## config.mk

```make
export PLATFORM = sky130hd
export DESIGN_NAME = record_stream_validator
export DESIGN_NICKNAME = d
export VERILOG_FILES = /design/src/rtl/rsv_pkg.sv /design/src/rtl/record_stream_validator.sv /design/src/rtl/rsv_front.sv /design/src/rtl/rsv_queue.sv /design/src/rtl/rsv_back.sv
export SDC_FILE = /design/constraint.sdc
export NUM_CORES = 1
export LEC_CHECK = 0
export BUFFER_PORTS_ARGS = -buffer_cell sky130_fd_sc_hd__buf_4
export CORE_UTILIZATION = 35
export CTS_BUF_LIST = sky130_fd_sc_hd__clkbuf_8
export CTS_CLUSTER_SIZE = 20
export DETAILED_ROUTE_END_ITERATION = 7
export HOLD_SLACK_MARGIN = 0.06
export PLACE_DENSITY = 0.65
export REMOVE_ABC_BUFFERS = 1
export SETUP_SLACK_MARGIN = 0.15
export SLEW_MARGIN = 10
export SYNTH_ARGS = -nofsm -noshare
export SYNTH_HDL_FRONTEND = slang
export SYNTH_SLANG_ARGS = --single-unit
```

## constraint.sdc

```tcl
create_clock -name clk -period 3.44 [get_ports clk]
set_input_delay 0.516 -clock clk [delete_from_list [all_inputs] [get_ports clk]]
set_output_delay 0.516 -clock clk [all_outputs]
set_load 0.02 [all_outputs]
```

## src/rtl/rsv_pkg.sv

```systemverilog
`default_nettype none
// ----------------------------------------------------------------------------
// rsv_pkg
// Types and constants shared by the record stream validator modules.
// ----------------------------------------------------------------------------
package rsv_pkg;

  // Character codes
  localparam logic [7:0] CH_NUL = 8'd0;
  localparam logic [7:0] CH_TAB = 8'd9;
  localparam logic [7:0] CH_LF  = 8'd10;
  localparam logic [7:0] CH_CR  = 8'd13;

  // Field widths of the result
  localparam int unsigned LINE_W   = 3;
  localparam int unsigned REC_W    = 16;
  localparam int unsigned SLOT_W   = 24;
  localparam int unsigned TDATA_W  = 64;
  localparam int unsigned RESULT_W = 58;

  // Byte class, decided at the front
  typedef enum logic [2:0] {
    KIND_END,
    KIND_LF,
    KIND_CR,
    KIND_TAB,
    KIND_OTHER
  } rsv_kind_t;

  // Verdict codes
  typedef enum logic [1:0] {
    ST_OK        = 2'd0,
    ST_FEW_LINES = 2'd1,
    ST_EMPTY     = 2'd2,
    ST_TOO_MANY  = 2'd3
  } rsv_status_t;

  // Result word, status in the lowest bits
  typedef struct packed {
    logic [REC_W-1:0]  fail_record;
    logic [SLOT_W-1:0] slot_total;
    logic [REC_W-1:0]  record_count;
    rsv_status_t       status;
  } rsv_result_t;

endpackage : rsv_pkg
`default_nettype wire

```

## src/rtl/record_stream_validator.sv

```systemverilog
`default_nettype none
// ----------------------------------------------------------------------------
// record_stream_validator
// Checks a zero-terminated text buffer of eight-line records and reports one
// verdict per buffer.
// ----------------------------------------------------------------------------
// Bytes stream in on s_axis at one per clock with no bubbles while nothing
// stalls; each byte needs only small counter updates in the back stage. A
// byte passes the input register, a two-entry queue and the checker; when
// the checker takes the zero byte, the verdict for the buffer is loaded into
// an output register that drives m_axis. The input keeps flowing while the
// verdict waits, until a second zero byte reaches the checker with the first
// verdict still untaken, which stalls the checker and, once the queue fills,
// the input. max_args is written through cfg_wr_en / cfg_wr_data, by the user
// only between buffers (the block does not enforce this), and resets to 64.
module record_stream_validator #(
  parameter int unsigned LINES_PER_RECORD = 8,
  parameter int unsigned COUNT_BITS       = 16,
  parameter int unsigned SLOT_BITS        = 24
) (
  input  wire         clk,
  input  wire         rst,
  input  wire         cfg_wr_en,
  input  wire  [7:0]  cfg_wr_data,
  input  wire         s_tvalid,
  output logic        s_tready,
  input  wire  [7:0]  s_tdata,   // [7:0] data_byte
  output logic        m_tvalid,
  input  wire         m_tready,
  output logic [63:0] m_tdata    // [1:0] status, [17:2] record_count,
                                 // [41:18] slot_total, [57:42] fail_record
);
  import rsv_pkg::*;

  logic        fq_valid;
  logic        fq_ready;
  rsv_kind_t   fq_kind;
  logic        qb_valid;
  logic        qb_ready;
  rsv_kind_t   qb_kind;
  rsv_result_t result;

  rsv_front u_front (
    .clk       (clk),
    .rst       (rst),
    .in_valid  (s_tvalid),
    .in_ready  (s_tready),
    .in_byte   (s_tdata),
    .out_valid (fq_valid),
    .out_ready (fq_ready),
    .out_kind  (fq_kind)
  );

  rsv_queue u_queue (
    .clk       (clk),
    .rst       (rst),
    .in_valid  (fq_valid),
    .in_ready  (fq_ready),
    .in_kind   (fq_kind),
    .out_valid (qb_valid),
    .out_ready (qb_ready),
    .out_kind  (qb_kind)
  );

  rsv_back #(
    .LINES_PER_RECORD (LINES_PER_RECORD),
    .COUNT_BITS       (COUNT_BITS),
    .SLOT_BITS        (SLOT_BITS)
  ) u_back (
    .clk         (clk),
    .rst         (rst),
    .cfg_wr_en   (cfg_wr_en),
    .cfg_wr_data (cfg_wr_data),
    .in_valid    (qb_valid),
    .in_ready    (qb_ready),
    .in_kind     (qb_kind),
    .out_valid   (m_tvalid),
    .out_ready   (m_tready),
    .out_result  (result)
  );

  // Pad the result word to whole bytes
  assign m_tdata = {(TDATA_W - RESULT_W)'(0), result};

endmodule : record_stream_validator
`default_nettype wire

```

## src/rtl/rsv_front.sv

```systemverilog
`default_nettype none
// ----------------------------------------------------------------------------
// rsv_front
// Accepts buffer bytes and registers the class of each (end, LF, CR, tab,
// other).
// ----------------------------------------------------------------------------
module rsv_front (
  input  wire                     clk,
  input  wire                     rst,
  input  wire                     in_valid,
  output logic                    in_ready,
  input  wire  [7:0]              in_byte,
  output logic                    out_valid,
  input  wire                     out_ready,
  output rsv_pkg::rsv_kind_t      out_kind
);
  import rsv_pkg::*;

  rsv_kind_t kind_dec;

  // Classify the incoming byte
  always_comb begin
    priority if (in_byte == CH_NUL) begin
      kind_dec = KIND_END;
    end else if (in_byte == CH_LF) begin
      kind_dec = KIND_LF;
    end else if (in_byte == CH_CR) begin
      kind_dec = KIND_CR;
    end else if (in_byte == CH_TAB) begin
      kind_dec = KIND_TAB;
    end else begin
      kind_dec = KIND_OTHER;
    end
  end

  // Take a new word whenever the stage is empty or drains this cycle
  assign in_ready = !out_valid || out_ready;

  always_ff @(posedge clk) begin
    if (rst) begin
      out_valid <= 1'b0;
    end else if (in_ready) begin
      out_valid <= in_valid;
    end
  end

  always_ff @(posedge clk) begin
    if (in_valid && in_ready) begin
      out_kind <= kind_dec;
    end
  end

endmodule : rsv_front
`default_nettype wire

```

## src/rtl/rsv_queue.sv

```systemverilog
`default_nettype none
// ----------------------------------------------------------------------------
// rsv_queue
// Two-entry queue of classified bytes between the front and the back.
// ----------------------------------------------------------------------------
module rsv_queue (
  input  wire                     clk,
  input  wire                     rst,
  input  wire                     in_valid,
  output logic                    in_ready,
  input  rsv_pkg::rsv_kind_t      in_kind,
  output logic                    out_valid,
  input  wire                     out_ready,
  output rsv_pkg::rsv_kind_t      out_kind
);
  import rsv_pkg::*;

  localparam int unsigned DEPTH = 2;

  rsv_kind_t   mem [DEPTH];
  logic        wr_ptr;
  logic        rd_ptr;
  logic [1:0]  count;
  logic        push;
  logic        pop;

  assign in_ready  = (count != 2'(DEPTH));
  assign out_valid = (count != 2'd0);
  assign push      = in_valid && in_ready;
  assign pop       = out_valid && out_ready;
  assign out_kind  = mem[rd_ptr];

  // Advance pointers and occupancy
  always_ff @(posedge clk) begin
    if (rst) begin
      wr_ptr <= 1'b0;
      rd_ptr <= 1'b0;
      count  <= 2'd0;
    end else begin
      if (push) begin
        wr_ptr <= ~wr_ptr;
      end
      if (pop) begin
        rd_ptr <= ~rd_ptr;
      end
      if (push && !pop) begin
        count <= count + 2'd1;
      end else if (pop && !push) begin
        count <= count - 2'd1;
      end
    end
  end

  // Store entries
  always_ff @(posedge clk) begin
    if (push) begin
      mem[wr_ptr] <= in_kind;
    end
  end

  a_count_bound: assert property (@(posedge clk) disable iff (rst)
    count <= 2'(DEPTH))
    else $error("queue occupancy above depth");

  a_ptr_match: assert property (@(posedge clk) disable iff (rst)
    (count == 2'd0 || count == 2'(DEPTH)) |-> (wr_ptr == rd_ptr))
    else $error("queue pointers disagree with occupancy");

  a_push_shows: assert property (@(posedge clk) disable iff (rst)
    (push && count == 2'd0) |=> (out_valid && out_kind == $past(in_kind)))
    else $error("word pushed into empty queue not presented");

endmodule : rsv_queue
`default_nettype wire

```

## src/rtl/rsv_back.sv

```systemverilog
`default_nettype none
// ----------------------------------------------------------------------------
// rsv_back
// Runs the record checks on classified bytes, keeps the counters and holds
// the verdict in an output register.
// ----------------------------------------------------------------------------
module rsv_back #(
  parameter int unsigned LINES_PER_RECORD = 8,
  parameter int unsigned COUNT_BITS       = 16,
  parameter int unsigned SLOT_BITS        = 24
) (
  input  wire                     clk,
  input  wire                     rst,
  input  wire                     cfg_wr_en,
  input  wire  [7:0]              cfg_wr_data,
  input  wire                     in_valid,
  output logic                    in_ready,
  input  rsv_pkg::rsv_kind_t      in_kind,
  output logic                    out_valid,
  input  wire                     out_ready,
  output rsv_pkg::rsv_result_t    out_result
);
  import rsv_pkg::*;

  localparam logic [LINE_W-1:0] LAST_LINE = LINE_W'(LINES_PER_RECORD - 1);

  // Configuration
  logic [7:0]            max_args;

  // Record and buffer state
  logic [LINE_W-1:0]     line_number,      line_number_next;
  logic                  record_started,   record_started_next;
  logic [1:0]            first_line_bytes, first_line_bytes_next;
  logic                  first_byte_is_cr, first_byte_is_cr_next;
  logic [7:0]            arg_count,        arg_count_next;
  logic                  arg_overflow,     arg_overflow_next;
  rsv_status_t           error_code,       error_code_next;
  logic [COUNT_BITS-1:0] records_done,     records_done_next;
  logic [SLOT_BITS-1:0]  slots_done,       slots_done_next;
  logic                  out_valid_next;

  logic                  out_free;
  logic                  pop;
  logic                  pop_end;
  logic [8:0]            rec_slots;
  logic [SLOT_BITS:0]    slot_sum;
  logic                  line_empty;
  rsv_status_t           verdict;
  rsv_result_t           result;

  assign out_free = !out_valid || out_ready;
  assign in_ready = (in_kind != KIND_END) || out_free;
  assign pop      = in_valid && in_ready;
  assign pop_end  = pop && (in_kind == KIND_END);

  assign rec_slots  = {1'b0, arg_count} + 9'd1;
  assign slot_sum   = {1'b0, slots_done} + (SLOT_BITS + 1)'(rec_slots);
  assign line_empty = (first_line_bytes == 2'd0) ||
                      (first_line_bytes == 2'd1 && first_byte_is_cr);

  // Build the verdict for the end of the buffer
  always_comb begin
    verdict = error_code;
    if (error_code == ST_OK && record_started) begin
      verdict = ST_FEW_LINES;
    end
    result.status = verdict;
    if (verdict == ST_OK) begin
      result.record_count = REC_W'(records_done);
      result.slot_total   = SLOT_W'(slots_done);
      result.fail_record  = '0;
    end else begin
      result.record_count = '0;
      result.slot_total   = '0;
      result.fail_record  = REC_W'(records_done);
    end
  end

  // Next state of the checker
  always_comb begin
    line_number_next      = line_number;
    record_started_next   = record_started;
    first_line_bytes_next = first_line_bytes;
    first_byte_is_cr_next = first_byte_is_cr;
    arg_count_next        = arg_count;
    arg_overflow_next     = arg_overflow;
    error_code_next       = error_code;
    records_done_next     = records_done;
    slots_done_next       = slots_done;

    if (pop) begin
      if (in_kind == KIND_END) begin
        // Clear for the next buffer
        line_number_next      = '0;
        record_started_next   = 1'b0;
        first_line_bytes_next = 2'd0;
        first_byte_is_cr_next = 1'b0;
        arg_count_next        = 8'd1;
        arg_overflow_next     = 1'b0;
        error_code_next       = ST_OK;
        records_done_next     = '0;
        slots_done_next       = '0;
      end else if (error_code == ST_OK) begin
        record_started_next = 1'b1;
        if (in_kind == KIND_LF) begin
          // End of line: judge the first line, then advance the line or close the record
          priority if (line_number == '0 && line_empty) begin
            error_code_next = ST_EMPTY;
          end else if (line_number == '0 &&
                       (arg_overflow || arg_count > max_args)) begin
            error_code_next = ST_TOO_MANY;
          end else if (line_number == LAST_LINE) begin
            if (slot_sum[SLOT_BITS] || (&records_done)) begin
              error_code_next = ST_TOO_MANY;
            end else begin
              slots_done_next       = slot_sum[SLOT_BITS-1:0];
              records_done_next     = records_done + COUNT_BITS'(1);
              line_number_next      = '0;
              record_started_next   = 1'b0;
              first_line_bytes_next = 2'd0;
              first_byte_is_cr_next = 1'b0;
              arg_count_next        = 8'd1;
              arg_overflow_next     = 1'b0;
            end
          end else begin
            line_number_next = line_number + LINE_W'(1);
          end
        end else if (line_number == '0) begin
          // Track the first line's length and tabs
          if (first_line_bytes == 2'd0) begin
            first_byte_is_cr_next = (in_kind == KIND_CR);
          end
          if (first_line_bytes != 2'd2) begin
            first_line_bytes_next = first_line_bytes + 2'd1;
          end
          if (in_kind == KIND_TAB) begin
            if (arg_count == 8'hFF) begin
              arg_overflow_next = 1'b1;
            end else begin
              arg_count_next = arg_count + 8'd1;
            end
          end
        end
      end
    end
  end

  // Output register: load on the end word, drop when taken
  always_comb begin
    out_valid_next = out_valid;
    if (pop_end) begin
      out_valid_next = 1'b1;
    end else if (out_ready) begin
      out_valid_next = 1'b0;
    end
  end

  // Hold the configured limit
  always_ff @(posedge clk) begin
    if (rst) begin
      max_args <= 8'd64;
    end else if (cfg_wr_en) begin
      max_args <= cfg_wr_data;
    end
  end

  // Update checker state
  always_ff @(posedge clk) begin
    if (rst) begin
      line_number      <= '0;
      record_started   <= 1'b0;
      first_line_bytes <= 2'd0;
      first_byte_is_cr <= 1'b0;
      arg_count        <= 8'd1;
      arg_overflow     <= 1'b0;
      error_code       <= ST_OK;
      records_done     <= '0;
      slots_done       <= '0;
      out_valid        <= 1'b0;
    end else begin
      line_number      <= line_number_next;
      record_started   <= record_started_next;
      first_line_bytes <= first_line_bytes_next;
      first_byte_is_cr <= first_byte_is_cr_next;
      arg_count        <= arg_count_next;
      arg_overflow     <= arg_overflow_next;
      error_code       <= error_code_next;
      records_done     <= records_done_next;
      slots_done       <= slots_done_next;
      out_valid        <= out_valid_next;
    end
  end

  always_ff @(posedge clk) begin
    if (pop_end) begin
      out_result <= result;
    end
  end

  a_error_latched: assert property (@(posedge clk) disable iff (rst)
    (error_code != ST_OK && !pop_end) |=> (error_code == $past(error_code)))
    else $error("latched error changed before end of buffer");

  a_line_bound: assert property (@(posedge clk) disable iff (rst)
    line_number <= LAST_LINE)
    else $error("line number beyond record length");

  a_end_clears: assert property (@(posedge clk) disable iff (rst)
    pop_end |=> (error_code == ST_OK && records_done == '0 &&
                 slots_done == '0 && !record_started && out_valid))
    else $error("end of buffer did not clear state and present verdict");

endmodule : rsv_back
`default_nettype wire
```

Word-level counts from Yosys, hierarchy flattened
Memory sizes are Yosys's and may differ from the RTL's. A register that Yosys moved wholly into a read port is not among the register bits.
Index checks and enable logic that the tools add are counted.
{"block": "classes", "n_addsub": 8, "n_lt_le_gt_ge": 1, "n_eq_ne": 20, "muxes": 81, "bitwise_logic": 2, "n_reduce_logical": 51}
{"op": "$mux 24", "count": 7}
{"op": "$mux 16", "count": 7}
{"op": "$mux 8", "count": 10}
{"op": "$mux 2", "count": 20}
{"op": "$mux 1", "count": 29}
{"op": "$add 24x9->25", "count": 1}
{"op": "$eq 8x4->1 const B", "count": 3}
{"op": "$mux 3", "count": 8}
{"op": "$reduce_and 9->1", "count": 2}
{"op": "$reduce_bool 3->1", "count": 6}
{"op": "$add 16x1->16 const B", "count": 1}
{"op": "$reduce_and 16->1", "count": 1}
{"op": "$reduce_and 8->1", "count": 2}
{"op": "$ne 3x2->1 const B", "count": 5}
{"op": "$reduce_bool 2->1", "count": 6}
{"op": "$logic_and 1x1->1", "count": 10}
{"op": "$add 8x1->9 const B", "count": 1}
{"op": "$add 8x1->8 const B", "count": 1}
{"op": "$eq 8x8->1 const B", "count": 1}
{"op": "$gt 8x8->1", "count": 1}
{"op": "$logic_not 8->1", "count": 1}
{"op": "$reduce_bool 4->1", "count": 2}
{"op": "$reduce_and 7->1", "count": 1}
{"op": "$eq 3x2->1 const B", "count": 2}
{"op": "19 further kinds", "count": 35}
{"block": "word_totals", "reg_bits": 133, "mem_bits_rw": 6, "input_bits": 21, "output_inout_bits": 66, "word_cells": 186, "mem_count": 1}
{"name": "u_queue.mem", "words": 2, "width": 3, "rd": 1, "rd_ports_with_merged_regs": 1, "wr": 1, "line": "rsv_queue.sv:20", "text": "rsv_kind_t mem [DEPTH];"}

Logic depth before layout (Yosys ltp)
{"block": "depth", "depth_word": 10, "mapped_depth": 12, "mapped_depth_nobuf": 11}

Hierarchy
A second synthesis with hierarchy kept.
{"block": "unflattened", "cells_unflattened": 646, "area_unflattened_um2": 6698.9}
{"module": "rsv_back", "n_inst": 1, "cells_per_inst": 590, "area_per_inst_um2": 6000.8, "seq_area_each_um2": 3083.0}
{"module": "rsv_queue", "n_inst": 1, "cells_per_inst": 33, "area_per_inst_um2": 444.2, "seq_area_each_um2": 280.3}
{"module": "rsv_front", "n_inst": 1, "cells_per_inst": 16, "area_per_inst_um2": 205.2, "seq_area_each_um2": 110.1}
{"module": "record_stream_validator", "n_inst": 1, "cells_per_inst": 7, "area_per_inst_um2": 48.8, "seq_area_each_um2": 0.0}

Least setup slack after synthesis
Ideal clock, no wire load.
{"block": "synth_timing", "path_kind": "reg2reg", "start": "memory u_queue.mem[1][1] (netlist name)", "end": "register u_back.slots_done[17]", "setup_time_ns": 0.116, "arrival_time_ns": 3.134, "required_time_ns": 3.324, "slack_ns": 0.190, "path_stages_with_launch": 9, "path_buffers": 1, "path_cell_list": "edfxtp_1 > nor4b_1 > o211ai_1 > inv_1 > nor2_1 > clkbuf_1 > nand2_1 > a21oi_1 > a31o_2"}
{"item": "start, declared", "line": "rsv_queue.sv:20"}
{"item": "end signal, assigned", "line": "rsv_back.sv:189", "text": "slots_done <= slots_done_next;"}
{"item": "end, declared", "line": "rsv_back.sv:39", "text": "logic [SLOT_BITS-1:0] slots_done, slots_done_next;"}

Worst setup path after layout
{"block": "layout_timing", "start": "register u_back.arg_count[0]", "end": "register u_back.records_done[5]"}
{"block": "layout_via", "elab_chain_len": 5, "elab_cells_between_ends": 9}
{"item": "start, declared", "line": "rsv_back.sv:35", "text": "logic [7:0] arg_count, arg_count_next;"}
{"item": "start signal, assigned", "line": "rsv_back.sv:185", "text": "arg_count <= arg_count_next;"}
{"item": "$add 8x1->9 or $gt 8x8->1 (tied branches)", "line": "rsv_back.sv:56, rsv_back.sv:110"}
{"item": "$add 24x9->25 or $logic_or 1x1->1 (tied branches)", "line": "rsv_back.sv:57, rsv_back.sv:110"}
{"item": "$logic_or 1x1->1 or $logic_and 1x1->1 (tied branches)", "line": "rsv_back.sv:113, rsv_back.sv:109"}
{"item": "$ne 2x1->1 (no source line)"}
{"item": "$reduce_and 7->1 (no source line) *"}
{"item": "end signal, assigned", "line": "rsv_back.sv:188", "text": "records_done <= records_done_next;"}
{"item": "end, declared", "line": "rsv_back.sv:38", "text": "logic [COUNT_BITS-1:0] records_done, records_done_next;"}
Every way passes the cells marked *; elsewhere a longest branch is shown, timed or not.
A chain may end at the register's enable or synchronous reset.

==> metrics.md <==
| Metric | Value |
|---|---|
| Worst path most repeated cell | inv_1 |
| RSZ-0062 raised after global routing | false |
| Outcome | finished, final reports clean |
| Utilization after layout | between 40% and 50% |
| Syn. warnings | 0 |
| Vias in the first global route | 4,642 |
| Initial antenna violation count | 0 |
| Die area | 19,800 um2 |
| Mux cell area share after synthesis | 1.67% |
| Initial Util | around 36% |
| WL final | around 14,000 um |
| Layout cells sized above 1 | 21.4% |
| Skew-Pair Late Insertion Delay | 0.45 ns |
| Synth Register Bits | 140 |
| TritonRoute pass-1 iters | 4 |
| Post-Synth Simple-Gate Area | 21.7% |
| PortBufs | 80 |
| Final hold vios | 0 |
| Max Cap Viol | 0 |
| Pin count of the biggest net entering global routing | 57 |
| Post-layout nets | 797 |
| Global-route wire length before repair | 22,800 um |
| Xor-xnor portion of the synthesized cell area | 2.60% |
| Detail Route Antenna Nets | 0 |
| Vias per inst | 5.02 |
| Final TNS setup | 0 ns |
| DIE WIDTH | 141 um |
| Crit path launch type | register |
| Max_slew headroom | 53.4% |
| Number of synthesized flops with an enable pin | 67 |
| Tmin final | 3.06 ns |
| Sequential area share after synthesis | between 50% and 60% |
| Post-synth cell types | 61 |
| DRC violations left | 0 |
| Rows | 50 |
| Post-Route Skew | 0.0151 ns |
| Drt wl/cell | ~14 um |
| DIE HEIGHT | 141 um |
| Detailed placer's ending HPWL | 9520 um |
| Num ports | 87 |
| Root Driver | clkbuf_8 |
| Core Region | 18,800 um2 |
| CTS Sinks | 140 |
| VDD IR max | 0.000253 V |
| Post-route cell area | 8040 um2 |
| CTS clk-pin slew, worst paths | 0.08 ns |
| Bufs and invs on worst path | 3 |
| Routed vias | 4,999 |
| Adder-Cell Fraction of Synth Area | 4.95% |
| Total track usage | 14.5% |
| Tightest Pin Transition | 0.697 ns |
| Slowest CP cell | or4_1 |
| Area delta synth->final | 19.4% |
| Final setup fails | 0 |
| Hold Slack | 0.300 ns |
| Gr ovfl total | 0 |
| Longest Clk Path Bufs | 2 |
| Critical Path AT | 3.44 ns |
| Slew Viols, Final | 0 |
| Place WS | 0.241 ns |
| Mean Syn Cell Area | 10.1 um2 |
| CP endpoint kind | register |
| Starting DRC count in detailed routing | 343 |
| Placed cell areas | 7560 um2 |
| Fillers | 1,850 |
| Max FO, Critical Path | 7 |
| Critical path type | register to register |
| Pleak | 0.00312 uW |
| Largest family of logic cells by synthesized area | simple AND/OR/NAND/NOR gates |
| Ant diodes | 0 |
| H-tree depth | 4 |
| Synthesized cell area | 6730 um2 |
| Top FF cell, synth | dfxtp_1 |
| Worst path required time | 3.81 ns |
| Slowest stage delay, CP | 0.52 ns |
| Synth Area in Compound Gates | 13.0% |
| PwrDens | just under 500 nW/um2 |
| FFs w/ async S/R, synth | 0% |
| Highest clock rate | about 330 MHz |
| Cts bufs inserted | 17 |
| Family with the most delay on the worst path | compound AO/OA/AOI/OAI gates |
| Worst Slack Setup Final | 0.376 ns |
| CTS tree | done |
| GPL Wtd Cong | 0.836 |
| Worst Hold Class | input port to register |
| Synth Instances | between 600 and 700 |
| Critical-path cell list | inv_1 > ha_1 > inv_1 > fa_2 > a211oi_2 > o21ai_0 > a21oi_2 > buf_4 > o311a_1 > nand2_1 > or4_1 > a21oi_1 |
| Period Utilization, post-route | 89.1% |
through the flow:
stage                     instances  total power (uW)
after floorplan                 634              2360
after global placement          960              2580
after detailed placement        960              2590
after CTS                       991              4040
after global routing            996              4200
final                           996              4000
where the power goes:
part	switching, uW	total [uW]	internal [uW]
Combinational	432	677	245
Sequential	68.6	1880	1810
Clock	650	1440	789
flip-flops by register name, summed over array words and instances, names as in the netlist, 3 cells and up, named ones only:
register	count
u_back.arg_count	8
u_back.line_number	3
u_back.max_args	8
u_back.out_result	58
u_back.records_done	16
u_back.slots_done	24
u_front.out_kind	3
u_queue.mem	6
cell type report:
cell class              instances  area, um2  share of cell area [%]
clock inverters                14        193                    2.40
clock buffers                  17        234                    2.91
inverters                      27        101                    1.26
well taps                     234        293                    3.64
repair buffers                 96        733                    9.12
flip-flops and latches        140       3470                    43.2
multi-input cells             468       3010                    37.4
synth_stat cells, types with 2 or more instances:
cell / n / area share (%)
xor2_1: 7 / 0.91
a21o_1: 4 / 0.45
a211oi_1: 7 / 0.78
nor3_1: 20 / 1.5
o31ai_1: 2 / 0.22
a21oi_1: 47 / 3.5
buf_6: 3 / 0.50
nand3_1: 29 / 2.2
and3_1: 5 / 0.46
a31oi_1: 7 / 0.65
nor4b_1: 2 / 0.26
or2_2: 8 / 0.74
nand2_1: 46 / 2.6
a41o_1: 3 / 0.45
nor2b_1: 20 / 1.9
a31o_2: 11 / 1.4
xnor2_1: 13 / 1.7
or3_1: 12 / 1.1
and4_1: 3 / 0.39
o211ai_1: 4 / 0.45
o21a_1: 3 / 0.33
or4_1: 2 / 0.22
nand2b_1: 6 / 0.56
edfxtp_1: 67 / 30
nor4_1: 5 / 0.46
mux2i_1: 9 / 1.3
nand4_1: 5 / 0.46
dfxtp_1: 73 / 22
buf_4: 7 / 0.78
ha_1: 25 / 4.6
o311ai_4: 2 / 0.78
o21ai_0: 32 / 2.4
inv_1: 27 / 1.5
clkbuf_1: 23 / 1.3
nor2_1: 51 / 2.8
and2_1: 47 / 4.4
nor3_2: 2 / 0.30
buf_2: 4 / 0.30
cell usage in the layout, fill, tap and decap left out, types with 17 or more instances in the layout:
| cell | synthesis | final |
|---|---|---|
| inv_1 | 27 | 27 |
| o21ai_0 | 32 | 32 |
| nand2_1 | 46 | 46 |
| nand3_1 | 29 | 29 |
| buf_4 | 7 | 95 |
| clkbuf_8 | 0 | 17 |
| ha_1 | 25 | 25 |
| nor2b_1 | 20 | 20 |
| nor2_1 | 51 | 51 |
| nor3_1 | 20 | 19 |
| a21oi_1 | 47 | 47 |
| dfxtp_1 | 73 | 73 |
| and2_1 | 47 | 47 |
| edfxtp_1 | 67 | 67 |
path summary, 6_finish.rpt:
| path | start | end | slack, ns | cells past startpoint |
|---|---|---|---|---|
| worst max-delay path | u_back.arg_count[0] | u_back.records_done[5] | 0.38 | 12 |
| worst min-delay path | cfg_wr_data[6] | u_back.max_args[6] | 0.30 | 3 |
| worst max register to register | u_back.arg_count[0] | u_back.records_done[5] | 0.38 | 12 |
| worst min register to register | u_front.out_kind[1] | u_queue.mem[0][1] | 0.45 | 0 |
logic make-up after synthesis:
logic type      after synthesis
buf+inv                      64
flops                       140
xor+xnor                     20
fa+ha+maj                    26
compound gates              133
mux                          11
other cells                   1
simple gates                271
worst reg2reg max path, cell delays in order, from the launching register on:
cell and delay [ns]:
dfxtp_1 0.34, inv_1 0.08, ha_1 0.16, inv_1 0.06, fa_2 0.37, a211oi_2 0.26
o21ai_0 0.16, a21oi_2 0.33, buf_4 0.17, o311a_1 0.21, nand2_1 0.20, or4_1 0.52
a21oi_1 0.14
layer usage:
layer | GRT usage (%) | up-vias | wire length, um
met3 | 3.26 | 14 | 475
met5 | 0 | - | 0
li1 | - | 2540 | -
met2 | 23.9 | 111 | 6570
met4 | 4.86 | 0 | 193
met1 | 18.7 | 2334 | 6520
repair_timing:
action / in CTS / in global routing
gates resized for setup: 0 / 2
hold buffers: 0 / 0
buffers inserted: 0 / 4
setup endpoints to repair: 0 / 19
endpoints found under the hold margin: 0 / 0
No activity file was read; power rests on OpenSTA's default activity.
